### src/sv/tra_pkg.sv
// ----------------------------------------------------------------------------
// tra_pkg
// shared types and constants of the task region allocator
// ----------------------------------------------------------------------------
package tra_pkg;

    typedef logic [1:0] status_t;

    localparam status_t STATUS_OK       = 2'd0;
    localparam status_t STATUS_FULL     = 2'd1;
    localparam status_t STATUS_BAD_SIZE = 2'd2;
    localparam status_t STATUS_NO_ROOM  = 2'd3;

    typedef logic [1:0] reg_index_t;

    localparam reg_index_t REG_SMALL_BASE  = 2'd0;
    localparam reg_index_t REG_LARGE_BASE  = 2'd1;
    localparam reg_index_t REG_HEAP_END    = 2'd2;
    localparam reg_index_t REG_MAX_REQUEST = 2'd3;

    localparam logic [31:0] SMALL_BASE_RST  = 32'h2000_1000;
    localparam logic [31:0] LARGE_BASE_RST  = 32'h2000_2000;
    localparam logic [31:0] HEAP_END_RST    = 32'h2000_8000;
    localparam logic [15:0] MAX_REQUEST_RST = 16'd24576;

    localparam logic [15:0] SMALL_SIZE = 16'd512;
    localparam logic [15:0] LARGE_UNIT = 16'd1024;
    localparam logic [16:0] LARGE_MASK = 17'd1023;

endpackage

### src/sv/task_region_allocator.sv
// ----------------------------------------------------------------------------
// task_region_allocator
// first-fit region allocator with a slot table scanned by one compare unit
// ----------------------------------------------------------------------------
// sequence: find scans up to the first free slot (a full table or bad size
//   ends there), the overlap pass walks every slot (restarting once on a
//   promotion), then the heap check; done strobes in the same cycle busy drops
// throughput: one request at a time, next one taken at the end of the done
//   cycle; the receiver cannot stall results
// reset: table reads as empty at once (per-slot valid flops), registers default
module task_region_allocator #(
    parameter int SLOT_COUNT = 16
) (
    input  logic                  clk,
    input  logic                  rst_n,
    input  logic                  start,
    output logic                  busy,
    input  logic [15:0]           request_size,
    output logic                  done,
    output logic [31:0]           region_address,
    output logic [15:0]           granted_size,
    output logic [5:0]            slot_index,
    output tra_pkg::status_t      status,
    input  logic                  psel,
    input  logic                  penable,
    input  logic                  pwrite,
    input  logic [3:0]            paddr,
    input  logic [31:0]           pwdata,
    output logic [31:0]           prdata,
    output logic                  pready
);
    import tra_pkg::*;

    localparam int IDX_W = (SLOT_COUNT > 1) ? $clog2(SLOT_COUNT) : 1;
    localparam logic [IDX_W-1:0] LAST_IDX = IDX_W'(SLOT_COUNT - 1);

    typedef enum logic [1:0] {
        S_IDLE,
        S_FIND,
        S_PASS,
        S_STORE
    } state_t;

    // configuration registers
    logic [31:0] small_base_reg;
    logic [31:0] large_base_reg;
    logic [31:0] heap_end_reg;
    logic [15:0] max_request_reg;

    logic        cfg_write;
    reg_index_t  cfg_index;

    assign pready    = 1'b1;
    assign cfg_write = psel && penable && pwrite;
    assign cfg_index = paddr[3:2];

    always_ff @(posedge clk or negedge rst_n)
    begin
        if (!rst_n)
        begin
            small_base_reg  <= SMALL_BASE_RST;
            large_base_reg  <= LARGE_BASE_RST;
            heap_end_reg    <= HEAP_END_RST;
            max_request_reg <= MAX_REQUEST_RST;
        end
        else if (cfg_write)
        begin
            unique case (cfg_index)
                REG_SMALL_BASE:  small_base_reg  <= pwdata;
                REG_LARGE_BASE:  large_base_reg  <= pwdata;
                REG_HEAP_END:    heap_end_reg    <= pwdata;
                REG_MAX_REQUEST: max_request_reg <= pwdata[15:0];
                default:         ;
            endcase
        end
    end

    always_comb
    begin
        unique case (cfg_index)
            REG_SMALL_BASE:  prdata = small_base_reg;
            REG_LARGE_BASE:  prdata = large_base_reg;
            REG_HEAP_END:    prdata = heap_end_reg;
            REG_MAX_REQUEST: prdata = {16'd0, max_request_reg};
            default:         prdata = 32'd0;
        endcase
    end

    // slot table
    logic [31:0] base_mem [SLOT_COUNT];
    logic [15:0] size_mem [SLOT_COUNT];
    logic [31:0] rd_base_reg;
    logic [15:0] rd_size_reg;
    logic [SLOT_COUNT-1:0] valid_reg;

    // sequencer state
    state_t         state_reg, state_next;
    logic [IDX_W-1:0] idx_reg, idx_next;
    logic [IDX_W-1:0] slot_reg, slot_next;
    logic [15:0]    req_reg;
    logic [15:0]    size_reg, size_next;
    logic [32:0]    cand_reg, cand_next;
    logic           done_reg, done_next;
    logic [31:0]    addr_reg, addr_next;
    logic [15:0]    gsize_reg, gsize_next;
    logic [5:0]     slot_out_reg, slot_out_next;
    status_t        status_reg, status_next;
    logic           table_write;

    // shared compare unit
    logic [31:0] entry_base;
    logic [15:0] entry_size;
    logic [32:0] entry_hi;
    logic [33:0] cand_end;
    logic        overlap;
    logic [16:0] round_sum;
    logic [16:0] rounded;

    assign entry_base = valid_reg[idx_reg] ? rd_base_reg : 32'd0;
    assign entry_size = valid_reg[idx_reg] ? rd_size_reg : 16'd0;
    assign entry_hi   = {1'b0, entry_base} + {17'd0, entry_size};
    assign cand_end   = {1'b0, cand_reg} + {18'd0, size_reg};
    assign overlap    = (({1'b0, entry_base} <= cand_reg) && (cand_reg < entry_hi))
                     || (({2'b0, entry_base} <= cand_end) && (cand_end < {1'b0, entry_hi}));
    assign round_sum  = {1'b0, req_reg} + LARGE_MASK;
    assign rounded    = round_sum & ~LARGE_MASK;

    always_comb
    begin
        state_next    = state_reg;
        idx_next      = idx_reg;
        slot_next     = slot_reg;
        size_next     = size_reg;
        cand_next     = cand_reg;
        done_next     = 1'b0;
        addr_next     = addr_reg;
        gsize_next    = gsize_reg;
        slot_out_next = slot_out_reg;
        status_next   = status_reg;
        table_write   = 1'b0;

        unique case (state_reg)
            S_IDLE:
            begin
                idx_next = '0;
                if (start)
                begin
                    state_next = S_FIND;
                end
            end
            S_FIND:
            begin
                if (entry_base == 32'd0)
                begin
                    slot_next = idx_reg;
                    idx_next  = '0;
                    if ((req_reg == 16'd0) || (req_reg > max_request_reg))
                    begin
                        state_next = S_IDLE;
                        done_next  = 1'b1;
                        addr_next = 32'd0; gsize_next = 16'd0; slot_out_next = 6'd0;
                        status_next = STATUS_BAD_SIZE;
                    end
                    else if (req_reg <= SMALL_SIZE)
                    begin
                        size_next  = SMALL_SIZE;
                        cand_next  = {1'b0, small_base_reg};
                        state_next = S_PASS;
                    end
                    else if (rounded[16])
                    begin
                        state_next = S_IDLE;
                        done_next  = 1'b1;
                        addr_next = 32'd0; gsize_next = 16'd0; slot_out_next = 6'd0;
                        status_next = STATUS_BAD_SIZE;
                    end
                    else
                    begin
                        size_next  = rounded[15:0];
                        cand_next  = {1'b0, large_base_reg};
                        state_next = S_PASS;
                    end
                end
                else if (idx_reg == LAST_IDX)
                begin
                    idx_next   = '0;
                    state_next = S_IDLE;
                    done_next  = 1'b1;
                    addr_next = 32'd0; gsize_next = 16'd0; slot_out_next = 6'd0;
                    status_next = STATUS_FULL;
                end
                else
                begin
                    idx_next = idx_reg + 1'b1;
                end
            end
            S_PASS:
            begin
                if (overlap && (size_reg == SMALL_SIZE)
                    && (entry_hi == {1'b0, large_base_reg}))
                begin
                    // promote to a large region and rescan
                    size_next = LARGE_UNIT;
                    cand_next = {1'b0, large_base_reg};
                    idx_next  = '0;
                end
                else
                begin
                    if (overlap)
                    begin
                        cand_next = entry_hi;
                    end
                    if (idx_reg == LAST_IDX)
                    begin
                        idx_next   = '0;
                        state_next = S_STORE;
                    end
                    else
                    begin
                        idx_next = idx_reg + 1'b1;
                    end
                end
            end
            S_STORE:
            begin
                state_next = S_IDLE;
                done_next  = 1'b1;
                if (cand_end <= {2'b0, heap_end_reg})
                begin
                    table_write   = 1'b1;
                    addr_next     = cand_reg[31:0];
                    gsize_next    = size_reg;
                    slot_out_next = 6'(slot_reg);
                    status_next   = STATUS_OK;
                end
                else
                begin
                    addr_next = 32'd0; gsize_next = 16'd0; slot_out_next = 6'd0;
                    status_next = STATUS_NO_ROOM;
                end
            end
            default:
            begin
                state_next = S_IDLE;
            end
        endcase
    end

    always_ff @(posedge clk or negedge rst_n)
    begin
        if (!rst_n)
        begin
            state_reg <= S_IDLE;
            idx_reg   <= '0;
            done_reg  <= 1'b0;
            valid_reg <= '0;
        end
        else
        begin
            state_reg <= state_next;
            idx_reg   <= idx_next;
            done_reg  <= done_next;
            if (table_write)
            begin
                valid_reg[slot_reg] <= 1'b1;
            end
        end
    end

    always_ff @(posedge clk)
    begin
        if ((state_reg == S_IDLE) && start)
        begin
            req_reg <= request_size;
        end
        slot_reg     <= slot_next;
        size_reg     <= size_next;
        cand_reg     <= cand_next;
        addr_reg     <= addr_next;
        gsize_reg    <= gsize_next;
        slot_out_reg <= slot_out_next;
        status_reg   <= status_next;
    end

    // table memory, read address follows the scan index
    always_ff @(posedge clk)
    begin
        if (table_write)
        begin
            base_mem[slot_reg] <= cand_reg[31:0];
            size_mem[slot_reg] <= size_reg;
        end
        rd_base_reg <= base_mem[idx_next];
        rd_size_reg <= size_mem[idx_next];
    end

    assign busy           = (state_reg != S_IDLE);
    assign done           = done_reg;
    assign region_address = addr_reg;
    assign granted_size   = gsize_reg;
    assign slot_index     = slot_out_reg;
    assign status         = status_reg;

    // checks
    a_done_after_busy: assert property (@(posedge clk) disable iff (!rst_n)
        done |-> $past(busy))
        else $error("result strobe without a request in flight");

    a_busy_ends_in_done: assert property (@(posedge clk) disable iff (!rst_n)
        $fell(busy) |-> done)
        else $error("request dropped without a result");

    a_fail_zeroes: assert property (@(posedge clk) disable iff (!rst_n)
        (done && (status != STATUS_OK)) |->
            ((region_address == 32'd0) && (granted_size == 16'd0) && (slot_index == 6'd0)))
        else $error("failed request returned nonzero fields");

    a_grant_size: assert property (@(posedge clk) disable iff (!rst_n)
        (done && (status == STATUS_OK)) |->
            ((granted_size == SMALL_SIZE) || ((granted_size[9:0] == 10'd0)
             && (granted_size != 16'd0))))
        else $error("granted size not 512 or a multiple of 1024");

endmodule

### config.mk
export PLATFORM = sky130hd
export DESIGN_NAME = task_region_allocator
export DESIGN_NICKNAME = d
export VERILOG_FILES = /design/src/sv/tra_pkg.sv /design/src/sv/task_region_allocator.sv
export SDC_FILE = /design/constraint.sdc
export NUM_CORES = 1
export LEC_CHECK = 0
export BUFFER_PORTS_ARGS = -buffer_cell sky130_fd_sc_hd__buf_4
export CAP_MARGIN = 0
export CELL_PAD_IN_SITES_DETAIL_PLACEMENT = 0
export CELL_PAD_IN_SITES_GLOBAL_PLACEMENT = 1
export CORE_UTILIZATION = 40
export CTS_CLUSTER_SIZE = 20
export DETAILED_ROUTE_END_ITERATION = 8
export PLACE_DENSITY_LB_ADDON = 0.1
export SLEW_MARGIN = 5
export SYNTH_ARGS = -nofsm -noshare
export SYNTH_HDL_FRONTEND = slang
export SYNTH_SLANG_ARGS = --single-unit
### constraint.sdc
create_clock -name clk -period 12.9 [get_ports clk]
set_input_delay 1.29 -clock clk [delete_from_list [all_inputs] [get_ports clk]]
set_output_delay 1.29 -clock clk [all_outputs]
set_load 0.1 [all_outputs]
==> summary.md <==
| Metric | Value |
|---|---|
| Power density over the cells | 223 nW/um^2 |
| Accumulated negative setup slack | 0 ps |
| Insertion delay to the later sink of the worst-skew pair | 700 ps |
| Setup repair after global routing missed its margin | false |
| Launching element type of the critical path | register |
| Global-route wire length before repair | 186 mm |
| Core occupancy in the finished layout | between 40% and 50% |
| Sort of element at the end of the critical path | register |
| Via count | about 27k |
| Worst endpoint required time | 13,460 ps |
| Reg-to-reg critical path endpoint | rd_base_reg[8] |
| Drt via density | 5.75 |
| Largest net degree at the start of global routing | 80 |
| Buffer count from post-CTS setup fixing | 0 |
| Share of flip-flops with an asynchronous set or reset | 15.0% |
| Yosys synthesis warning count | 0 |
| Worst reg2reg startpoint | idx_reg[3] |
| Synthesized area | 42,400 sq um |
| Fraction of final layout cells with drive strength greater than 1 | approximately a fifth |
| Detailed-route wire length per cell | 27.4 um |
| Hold violation total from the final report | 0 |
| Worst min-delay path endpoint | valid_reg[7] |
| Post-route DRC violation count | 0 |
| Area share of the largest cell type after synthesis | between 50% and 60% |
| Upper clock frequency limit | 97.0 MHz |
| Initial antenna violation count | 6 |
| Top flip-flop cell by instance count after synthesis | sky130_fd_sc_hd__edfxtp_1 |
| Overall overflow remaining after global route | 0 |
| First-iteration detailed-routing DRC count | just under 2k |
| Worst hold start | valid_reg[7] |
| Via count of the first global-routing pass | about 28k |
| Mean post-synth cell area | ~14 sq um |
| Most common cell after layout, fill and taps aside | sky130_fd_sc_hd__edfxtp_1 |
| Num CTS Buffers | 96 |
| Endpoints failing setup | 0 |
| Initial DRT Pass Iterations | 6 |
| Worst reg-to-reg path cell count | 27 |
| Width of the die | 327 um |
| Crit path arrival time | 10,870 ps |
| Max transition margin | 20.9% |
| Count of hold buffers inserted by post-cts repair | 0 |
| I/O Buffers | 134 |
| HPWL after DPL | 82.0 mm |
| Layout Area Growth over Synthesis | 13.2% |
| Post-synthesis sequential area ratio | 61.5% |
| Buffers from clock root to sink, at most | 3 |
| Reg2Reg Setup Slack | 2590 ps |
| Final count of pins violating max slew | 0 |
| Synthesis-stage register bit count | between 900 and 1k |
| Instance count along the most critical hold path | 1 |
| Path category of the worst min-delay check | reg2reg |
| Final clock skew | 38.0 ps |
| Die area | 107,000 sq um |
| Cell count after synthesis | between 3k and 4k |
| Lkg Pwr | 17.4 nW |
| Crit-path max FO | 57 |
| Count of cell types in the netlist | 93 |
| H-tree lvl count | 3 |
| Transition time of the tightest slew-check pin | 1180 ps |
| Biggest area consumer among synthesized cells | sky130_fd_sc_hd__edfxtp_1 |
| Top library cells by usage in the layout, fill and taps aside | 729 x sky130_fd_sc_hd__edfxtp_1, 257 x sky130_fd_sc_hd__mux2_2, 188 x sky130_fd_sc_hd__buf_4, 164 x sky130_fd_sc_hd__ha_1, 140 x sky130_fd_sc_hd__inv_1 |
| Routability cong. | around 0.9 |
| Routed Wire Length | 128 mm |
| Count of flip-flops with a built-in enable after synthesis | 729 |
| Leading post-synthesis cells by cell area | sky130_fd_sc_hd__edfxtp_1 52%, sky130_fd_sc_hd__dfrtp_1 7.5%, sky130_fd_sc_hd__mux2_2 6.8% |
| Post-cts sizing count | 0 |
| Top-level I/O count | roughly 150 |
| Clock tree from TritonCTS | built |
| Number of nets in the finished design | around 3.4k |
| Max-Cap Viols | 0 |
| Starting density of the core | 40.3% |
| Result of the run | completed |
| Number of flip-flops in the largest register | 512 |
| Core area | around 110,000 sq um |
| Overall routing resource usage | 23.8% |
| Setup CP Type | reg2reg |
| Die height | 327 um |
| VDD IR max | 0.125 mV |
| Number of sinks driven by the clock tree | 903 |
| Reg clk slew, reported paths | 60 ps |
| Clk Tree Root Cell | sky130_fd_sc_hd__clkbuf_16 |
| Core Rows | approximately 120 |
| Post-layout min period | around 10,000 ps |
| Remaining number of nets flagged by the antenna check after routing | 0 |
| Final worst-path cycle share | between 70% and 80% |
[per-layer routing]
metal / GRT usage, % / vias up / part of all wire, %
met2: 40.0 / 731 / 49
met5: 0 / - / 0
met4: 8.41 / 0 / 3.2
li1: - / 12092 / -
met1: 31.6 / 13815 / 43
met3: 3.00 / 197 / 4.8
[power by group]
part | internal (W) | total, W | leakage [nW] | switching [W]
Clock | 0.00151 | 0.00269 | 1.52 | 0.00118
Sequential | 0.00376 | 0.00446 | 8.60 | 0.000700
Combinational | 0.00125 | 0.00356 | 7.25 | 0.00232
[cell usage after synthesis (34+ instances only)]
library cell               instances
sky130_fd_sc_hd__mux2_2          257
sky130_fd_sc_hd__xnor2_1          44
sky130_fd_sc_hd__inv_1           140
sky130_fd_sc_hd__o22ai_1         131
sky130_fd_sc_hd__a221o_1          41
sky130_fd_sc_hd__ha_1            164
sky130_fd_sc_hd__a21o_1           34
sky130_fd_sc_hd__o21ai_0          99
sky130_fd_sc_hd__dfrtp_1         127
sky130_fd_sc_hd__nor2_1          114
sky130_fd_sc_hd__edfxtp_1        729
sky130_fd_sc_hd__mux2i_1         106
sky130_fd_sc_hd__o221ai_1         43
sky130_fd_sc_hd__mux2_1           58
sky130_fd_sc_hd__a21oi_1          68
sky130_fd_sc_hd__nand2_1         135
sky130_fd_sc_hd__dfxtp_1          39
sky130_fd_sc_hd__nand3_1          41
sky130_fd_sc_hd__clkbuf_1        107
sky130_fd_sc_hd__and2_1           75
sky130_fd_sc_hd__nand4_1          34
[logic make-up after synthesis]
kind of cell             count (synthesis)  share of synthesized area (%)
adder cells (fa/ha/maj)                168                           4.96
AO/OA/AOI/OAI                          595                           9.95
buffers and inverters                  315                           3.26
flip-flops                             903                           61.5
AND/OR/NAND/NOR                        578                           7.13
other                                    2                         0.0177
multiplexers                           441                           11.9
XOR/XNOR                                61                           1.26
[worst max-delay path by stage]
stage | from | end | cells after the start
6_report | idx_reg[3] | rd_base_reg[8] | 27
5_1_grt | idx_reg[3] | rd_base_reg[22] | 26
3_3_place_gp | idx_reg[3] | rd_base_reg[7] | 27
2_1_floorplan | idx_reg[3] | cand_reg[0] | 24
3_5_place_dp | idx_reg[3] | rd_base_reg[7] | 27
4_1_cts | idx_reg[3] | rd_base_reg[7] | 27
[cell type report]
cell class,instances,area [sq um]
repair buffers,192,1480
well taps,1391,1740
clock inverters,54,444
flip-flops and latches,903,26100
clock buffers,128,2630
multi-input cells,1855,15100
inverters,140,526
diodes,1,2.50
fillers,9484,57200
[metrics by stage]
step	instance area [sq um]	instances	hold slack, ps	setup WS (ps)	power (W)
floorplan	42400	3073	436	4470	0.00674
global placement	44900	4481	447	2690	0.00798
detailed placement	44900	4481	458	2600	0.00806
CTS	48000	4663	472	2530	0.0108
global route	48000	4663	488	2090	0.0112
finish	48000	4664	470	2590	0.0107
[critical path: stages, from the launching register on]
cell and delay [ps]:
sky130_fd_sc_hd__dfrtp_1 740, sky130_fd_sc_hd__mux2i_1 250, sky130_fd_sc_hd__mux4_2 630, sky130_fd_sc_hd__mux2i_4 390, sky130_fd_sc_hd__buf_4 300, sky130_fd_sc_hd__and2_1 260, sky130_fd_sc_hd__ha_1 220, sky130_fd_sc_hd__ha_1 250
sky130_fd_sc_hd__a21oi_1 110, sky130_fd_sc_hd__o211ai_1 380, sky130_fd_sc_hd__nand2_1 180, sky130_fd_sc_hd__o31a_1 320, sky130_fd_sc_hd__o21ai_1 470, sky130_fd_sc_hd__ha_1 260, sky130_fd_sc_hd__and3_1 190, sky130_fd_sc_hd__nand3_1 120
sky130_fd_sc_hd__a211oi_1 580, sky130_fd_sc_hd__o2111ai_1 180, sky130_fd_sc_hd__a31oi_1 230, sky130_fd_sc_hd__o2111ai_1 130, sky130_fd_sc_hd__a32oi_1 780, sky130_fd_sc_hd__nand3b_2 640, sky130_fd_sc_hd__a31o_4 940, sky130_fd_sc_hd__buf_12 390
sky130_fd_sc_hd__buf_4 400, sky130_fd_sc_hd__mux2_2 380, sky130_fd_sc_hd__o22ai_1 230, sky130_fd_sc_hd__o22ai_1 130
(Power assumes the default switching activity.)
